## src/design/brbc_pkg.sv

```systemverilog
package brbc_pkg;

    localparam int SIZE_W   = 11;
    localparam int COUNT_W  = 11;
    localparam int OFFSET_W = 10;
    localparam int INDEX_W  = 10;
    localparam int BYTE_W   = 8;

    localparam int APB_AW   = 3;
    localparam int APB_DW   = 32;
    localparam logic REG_USED_SIZE = 1'b0;

    localparam int Q_DEPTH = 4;
    localparam int Q_AW    = 2;

    typedef enum logic [1:0] {
        OP_WRITE   = 2'd0,
        OP_CLAIM   = 2'd1,
        OP_RELEASE = 2'd2,
        OP_FETCH   = 2'd3
    } t_opcode;

    typedef struct packed {
        t_opcode              op;
        logic [BYTE_W-1:0]    data_byte;
        logic [COUNT_W-1:0]   max_count;
        logic [INDEX_W-1:0]   fetch_index;
        logic                 fetch_oob;
    } t_job;

    typedef struct packed {
        logic              wr;
        logic [SIZE_W-1:0] value;
    } t_cfg_wr;

endpackage

```

## src/design/brbc_queue.sv

```systemverilog
module brbc_queue
    import brbc_pkg::*;
(
    input  logic  i_clk,
    input  logic  i_rst_n,
    input  logic  i_push,
    input  t_job  i_push_job,
    output logic  o_full,
    input  logic  i_pop,
    output t_job  o_pop_job,
    output logic  o_empty
);

    t_job            r_slot [Q_DEPTH];
    logic [Q_AW-1:0] r_wr_ptr, n_wr_ptr;
    logic [Q_AW-1:0] r_rd_ptr, n_rd_ptr;
    logic [Q_AW:0]   r_count, n_count;

    assign o_full    = (r_count == (Q_AW+1)'(Q_DEPTH));
    assign o_empty   = (r_count == '0);
    assign o_pop_job = r_slot[r_rd_ptr];

    always_comb begin
        n_wr_ptr = r_wr_ptr;
        n_rd_ptr = r_rd_ptr;
        n_count  = r_count;
        if (i_push && !o_full) begin
            n_wr_ptr = r_wr_ptr + 1'b1;
        end
        if (i_pop && !o_empty) begin
            n_rd_ptr = r_rd_ptr + 1'b1;
        end
        if ((i_push && !o_full) && !(i_pop && !o_empty)) begin
            n_count = r_count + 1'b1;
        end else if (!(i_push && !o_full) && (i_pop && !o_empty)) begin
            n_count = r_count - 1'b1;
        end
    end

    always_ff @(posedge i_clk) begin
        if (!i_rst_n) begin
            r_wr_ptr <= '0;
            r_rd_ptr <= '0;
            r_count  <= '0;
        end else begin
            r_wr_ptr <= n_wr_ptr;
            r_rd_ptr <= n_rd_ptr;
            r_count  <= n_count;
        end
    end

    always_ff @(posedge i_clk) begin
        if (i_push && !o_full) begin
            r_slot[r_wr_ptr] <= i_push_job;
        end
    end

endmodule

```

## config.mk

```make
export PLATFORM = sky130hd
export DESIGN_NAME = brbc_queue
export DESIGN_NICKNAME = d
export VERILOG_FILES = /design/src/design/brbc_pkg.sv /design/src/design/brbc_queue.sv
export SDC_FILE = /design/constraint.sdc
export NUM_CORES = 1
export LEC_CHECK = 0
export BUFFER_PORTS_ARGS = -buffer_cell sky130_fd_sc_hd__buf_2
export CORE_MARGIN = 2
export CORE_UTILIZATION = 52
export CTS_CLUSTER_SIZE = 25
export DETAILED_ROUTE_END_ITERATION = 8
export PLACE_DENSITY = 0.78
export SLEW_MARGIN = 20
export SYNTH_ARGS = -nofsm -noshare
export SYNTH_HDL_FRONTEND = slang
export SYNTH_SLANG_ARGS = --single-unit
```

## constraint.sdc

```tcl
create_clock -name i_clk -period 2.59 [get_ports i_clk]
set_input_delay 0 -clock i_clk [delete_from_list [all_inputs] [get_ports i_clk]]
set_output_delay 0 -clock i_clk [all_outputs]
set_load 0.005 [all_outputs]
```

==> results of run 1 <==
path summary, 6_finish.rpt:
kind	startpoint	end	cells after the start	slack [ns]
setup reg to reg	r_count[1]	r_count[2]	7	0.49
hold / removal	i_push	r_wr_ptr[1]	4	0.02
setup / recovery	r_count[1]	r_count[2]	7	0.49
hold reg to reg	r_wr_ptr[1]	r_wr_ptr[1]	2	0.50
critical path, delay by kind of cell (launching register included):
kind,cells,cell delay [ns]
adder cells (fa/ha/maj),2,0.60
AO/OA/AOI/OAI,2,0.51
flip-flops,1,0.38
AND/OR/NAND/NOR,1,0.31
XOR/XNOR,1,0.16
buffers and inverters,1,0.06
flip-flops by register name (all words and copies together) (netlist names), named ones only:
signal and count:
r_slot 128, r_rd_ptr 2, r_wr_ptr 2, r_count 3
cell families (layout without fill, tap and decap cells):
family | count (synthesis) | after routing
buffers and inverters | 12 | 146
AOI/OAI and AO/OA | 4 | 4
muxes | 35 | 35
DFF | 137 | 137
xor gates and xnor gates | 4 | 4
and+or+nand+nor | 17 | 17
adders and majority gates | 6 | 6
where the power goes:
| part | internal [W] | total [W] | switching [W] |
|---|---|---|---|
| Combinational | 0.000735 | 0.00131 | 0.000571 |
| Sequential | 0.00270 | 0.00282 | 0.000128 |
| Clock | 0.00146 | 0.00227 | 0.000811 |
final cells by class:
| class | count | area [um2] | share of cell area |
|---|---|---|---|
| Sequential cell | 137 | 4030 | 0.612 |
| Multi-Input combinational cell | 66 | 1020 | 0.154 |
| Timing Repair Buffer | 111 | 798 | 0.121 |
| Clock buffer | 23 | 437 | 0.0664 |
| Tap cell | 133 | 166 | 0.0253 |
| Clock inverter | 9 | 124 | 0.0188 |
| Inverter | 3 | 11.3 | 0.00171 |
stage by stage:
step	util	worst slack, ns	cells
6_report	0.679	0.488	482
5_1_grt	0.679	0.383	482
4_1_cts	0.679	0.485	482
3_5_place_dp	0.585	0.489	415
3_3_place_gp	0.585	0.600	415
2_1_floorplan	-	0.563	215
layout by cell type (no fill, tap or decap), types with 2 or more instances in the layout:
cell type / netlist / layout
edfxtp_1: 128 / 128
buf_2: 3 / 69
dlygate4sd3_1: 0 / 35
mux4_2: 30 / 30
clkbuf_16: 0 / 16
dfxtp_1: 9 / 7
clkbuf_1: 1 / 6
ha_1: 5 / 5
and2_2: 0 / 4
and2_1: 8 / 4
nand2_1: 4 / 4
buf_12: 3 / 4
inv_1: 3 / 3
xnor2_1: 3 / 3
mux2i_1: 3 / 3
clkinv_2: 0 / 3
bufinv_16: 0 / 3
buf_4: 0 / 3
nor2b_1: 2 / 2
mux4_1: 2 / 2
dfxtp_2: 0 / 2
clkinvlp_4: 0 / 2
routing by layer:
| layer | part of all wire | vias up |
|---|---|---|
| li1 | - | 1136 |
| met1 | 0.43 | 1248 |
| met2 | 0.50 | 80 |
| met3 | 0.052 | 14 |
| met4 | 0.013 | 0 |
| met5 | 0 | - |
==> flow_summary.ini, run 1 <==
[outcome]
status = finished clean

[pwr]
p_leak_nw = 2.29
power.density_nw_per_um2 = 972
power_w = 0.00640
peakVddDrop_uv = 585

[routing]
drt-initial-drc-count = 84
drt_wl_total_um = 8740
via_count = 2478
final_antenna_net_count = 0
vias_per_cell = 5.14
wl_per_cell_um = 18.1
dr.pass1.iters = 6
route.detailed.drc = 0

[logic_synthesis]
async_flop_share = 0
syn_area_per_cell_um2 = 23.9
synth_top_area_cell = edfxtp_1
synth-edff-count = 128
syn-num-nets = 257
ys_seq_elements = 137
synth_flop_cell = edfxtp_1
synth_compound_area_frac = 0.00656
syn_area_um2 = 5150
synthMuxAreaShare = 0.147
syn_inst = 215
synth_common_cells = edfxtp_1 (128), mux4_2 (30), dfxtp_1 (9)
post-synth-top-count-cell = edfxtp_1
ys_seq_area_frac = 0.782
synth_top_area_share = 0.747
synth_top_family_by_area = multiplexers
synthTopCellsByArea = edfxtp_1 (75%), mux4_2 (13%), dfxtp_1 (3.5%)
yosys_warnings = 0
synthSimpleGateAreaFrac = 0.0197
ys_types = 24
synth-xor-area-share = 0.00681
synth_fa_ha_area_frac = 0.0160

[setup_path]
slowest_delay_ns = 0.38
worstPathMaxFanout = 6
worstPathRequired_ns = 3.03
critPathKind = flop to flop
crit_chain = o31ai_2 -> ha_1 -> inv_1 -> fa_1 -> xor2_1 -> or3_1 -> a21boi_0
critPathSlowestCell = dfxtp_1
start_kind = flop
critPathArrivalTime_ns = 2.54
cp-end-kind = flop

[sta]
hold_viol = 0
slew_headroom = 0.421
tns_ns = 0
setup_viol = 0
fin_skew_ns = 0.00498
worst_pin_slew_ns = 0.869
finalMaxSlewViolations = 0
rsz0062_at_grt = false
fin_crit_ns = 2.10
whs_ns = 0.0249
fin_crit_sh = 0.811
clock.fmax_mhz = 476

[grt]
globalRouteOverflowTotal = 0
grt_max_degree = 33
use_met1 = 0.225
busiest_layer = met2
track_usage = 0.176
grtUsageMet3 = 0.0706
grt_use_met2 = 0.277
grt_first_pass_wirelength_um = 13300
grt_pass1_vias = 2572
antenna_found_initial = 0

[clock_tree]
postCtsHoldBufs = 35
clk_pin_slew_ns = 0.06
tritoncts = built
cts_setup_buffers = 0
cts.sinks = 137
cts_made_buffers = 17
clk_path_buf_depth = 2
cts_root_buffer = clkbuf_8
cts.repair.resized = 0
clk-insertion-delay-late_ns = 0.51
htree_levels = 4

[hold_path]
hp-class = primary input to flop

[placement]
post_dp_cell_area_um2 = 5670
numPortBuffers = 69
finalWeightedCongestion = 0.749
hpwl_um = 5130

[floorplanning]
die_h_um = 103
ios = 70
die_w_um = 103
placementRows = 36
dieArea_um2 = 10700
start_util = 0.532
core_area_um2 = 9680

[final_layout]
area_delta_synth_final_pct = 27.8
postLayoutCellArea_um2 = 6580
nets = 378
fill_cells = 631
layout-drive-gt1-share = 0.398
antennaDiodeCount = 0

[flow_run]
max_cap_violations = 0
Power figures use the tool's default switching activity.
==> run 2, diff against run 1 <==
--- a/config.mk
+++ b/config.mk
@@ -7,10 +7,10 @@
 export LEC_CHECK = 0
 export BUFFER_PORTS_ARGS = -buffer_cell sky130_fd_sc_hd__buf_2
 export CORE_MARGIN = 2
-export CORE_UTILIZATION = 52
+export CORE_UTILIZATION = 51
 export CTS_CLUSTER_SIZE = 25
 export DETAILED_ROUTE_END_ITERATION = 8
-export PLACE_DENSITY = 0.78
+export PLACE_DENSITY = 0.8
 export SLEW_MARGIN = 20
 export SYNTH_ARGS = -nofsm -noshare
 export SYNTH_HDL_FRONTEND = slang
==> constraint.sdc (replaced) <==
create_clock -name i_clk -period 1.8 [get_ports i_clk]
set_input_delay 0 -clock i_clk [delete_from_list [all_inputs] [get_ports i_clk]]
set_output_delay 0 -clock i_clk [all_outputs]
set_load 0.005 [all_outputs]
==> run 2 against run 1 <==
Total power increased by 55%. Design area increased by 4.7%. Combinational power increased by 86%. Cell count increased by 3.1%. Core utilization increased by 2.5 points. Sequential power increased by 44%. Highest routed layer unchanged. The flow now finishes with violations (negative setup slack). Critical path type unchanged. Via count increased by 2.9%. Non-clock buffer count increased by 15. Hold slack improved by 0.12 ns.
==> flow_summary.ini, run 2 (synthesis results as in run 1) <==
[routing]
vias_per_cell = 5.13
wl_per_cell_um = 18.4
dr.pass1.iters = 4
drt-initial-drc-count = 126
final_antenna_net_count = 0
route.detailed.drc = 0
drt_wl_total_um = 9160
via_count = 2550

[floorplanning]
core_area_um2 = 9770
placementRows = 36
ios = 70
dieArea_um2 = 10900
die_w_um = 104
start_util = 0.527
die_h_um = 104

[flow_run]
max_cap_violations = 0

[setup_path]
worstPathMaxFanout = 4
critPathArrivalTime_ns = 2.36
start_kind = flop
critPathKind = flop to flop
startpoint = r_count[2]
r2r-end = r_count[2]
cp-end-kind = flop
r2r_start = r_count[2]
rr_worst_depth = 8
worstPathRequired_ns = 2.24
worst-r2r-setup-slack_ns = -0.12

[outcome]
violations = negative setup slack
status = finished, violations left

[final_layout]
fin_util = 0.705
layout_commonest_cell = edfxtp_1
nets = 393
final_cell_mix = edfxtp_1 (128), buf_2 (64), dlygate4sd3_1 (34)
top_regs = r_slot: 128 flops, r_count: 3 flops
largest_reg_flops = 128
area_delta_synth_final_pct = 33.8
largest_register = r_slot
antennaDiodeCount = 0
layout-drive-gt1-share = 0.462

[sta]
slew_headroom = 0.742
clock.fmax_mhz = 521
worst_pin_slew_ns = 0.381
fin_skew_ns = 0.00724
hold_viol = 0
worst_slack_ns = -0.118
tns_ns = -0.606
fin_crit_sh = 1.07
fin_crit_ns = 1.92
setup_viol = 27
finalMaxSlewViolations = 0
rsz0062_at_grt = true
whs_ns = 0.149

[grt]
grt_first_pass_wirelength_um = 14200
track_usage = 0.177
grt_pass1_vias = 2766
globalRouteOverflowTotal = 0
grt_max_degree = 21
antenna_found_initial = 0

[clock_tree]
clk_pin_slew_ns = 0.06
cts_root_buffer = clkbuf_8
cts.sinks = 137
clk_path_buf_depth = 2
cts_made_buffers = 17
clk-insertion-delay-late_ns = 0.51
tritoncts = built
htree_levels = 4

[pwr]
peakVddDrop_uv = 768
power.density_nw_per_um2 = 1440
power_w = 0.00990
p_leak_nw = 2.43

[hold_path]
hp-class = primary input to flop
hold_path_startpoint = i_push
whs_path_depth = 5
worstHoldEndpoint = r_count[2]

[placement]
finalWeightedCongestion = 0.728
numPortBuffers = 69
hpwl_um = 5250
[run 2: changes by cell type in the layout (fill, tap and decap cells not counted), sizes merged]
cell,change
clkbuf,-3
inv,+3
buf,+14
dlygate4sd3,-1
clkinv,+2
[run 2: per-stage QoR]
stage | instance area, um2 | worst slack (ns) | instances
floorplan | 5170 | -0.137 | 215
global placement | 5790 | -0.0949 | 426
detailed placement | 5790 | -0.228 | 426
CTS | 6800 | -0.125 | 494
global route | 6890 | -0.181 | 497
finish | 6890 | -0.118 | 497
[run 2: worst max-delay path, stage by stage (launching register included)]
cell and delay, ns:
dfxtp_4 0.36, nor3b_2 0.16, nor2b_2 0.20, ha_4 0.17, inv_1 0.05, fa_2 0.33, xor2_1 0.16, or3_1 0.32
a21boi_1 0.11
[run 2: what timing repair did]
action                     CTS  global route
cloned                       2             2
pin swaps                    0             1
resized for setup           12             6
setup buffers                0             1
setup endpoints to repair   21            31
hold buffers                34             0
hold endpoints to repair   137             0
[run 2: layout make-up]
type,instances,area [um2]
clock buffer,18,418
clock inverter,14,171
fill,608,2890
inverter,3,11.3
multi-input combinational,66,1030
sequential,137,4040
tap,133,166
timing repair buffer,126,1050
[run 2: worst max-delay path by stage]
stage | slack (ns) | cells past startpoint | endpoint
2_1_floorplan | -0.14 | 7 | r_count[2]
3_3_place_gp | -0.09 | 8 | r_count[2]
3_5_place_dp | -0.23 | 8 | r_count[2]
4_1_cts | -0.12 | 8 | r_count[2]
5_1_grt | -0.18 | 8 | r_count[2]
6_report | -0.12 | 8 | r_count[2]
[run 2: metal layers]
| layer | routed length (um) | up-vias | global-route usage | share of wire |
|---|---|---|---|---|
| met2 | 4810 | 68 | 0.303 | 0.52 |
| li1 | - | 1170 | - | - |
| met1 | 3840 | 1295 | 0.211 | 0.42 |
| met4 | 126 | 0 | 0.0647 | 0.014 |
| met5 | 0 | - | 0 | 0 |
| met3 | 390 | 17 | 0.0545 | 0.043 |
[run 2: report_power, final]
part / internal, W / leakage, nW / total, W / switching [W]
registers: 0.00389 / 1.25 / 0.00407 / 0.000185
clock network: 0.00212 / 0.284 / 0.00338 / 0.00127
logic: 0.00148 / 0.898 / 0.00244 / 0.000968
total: 0.00748 / 2.43 / 0.00990 / 0.00242
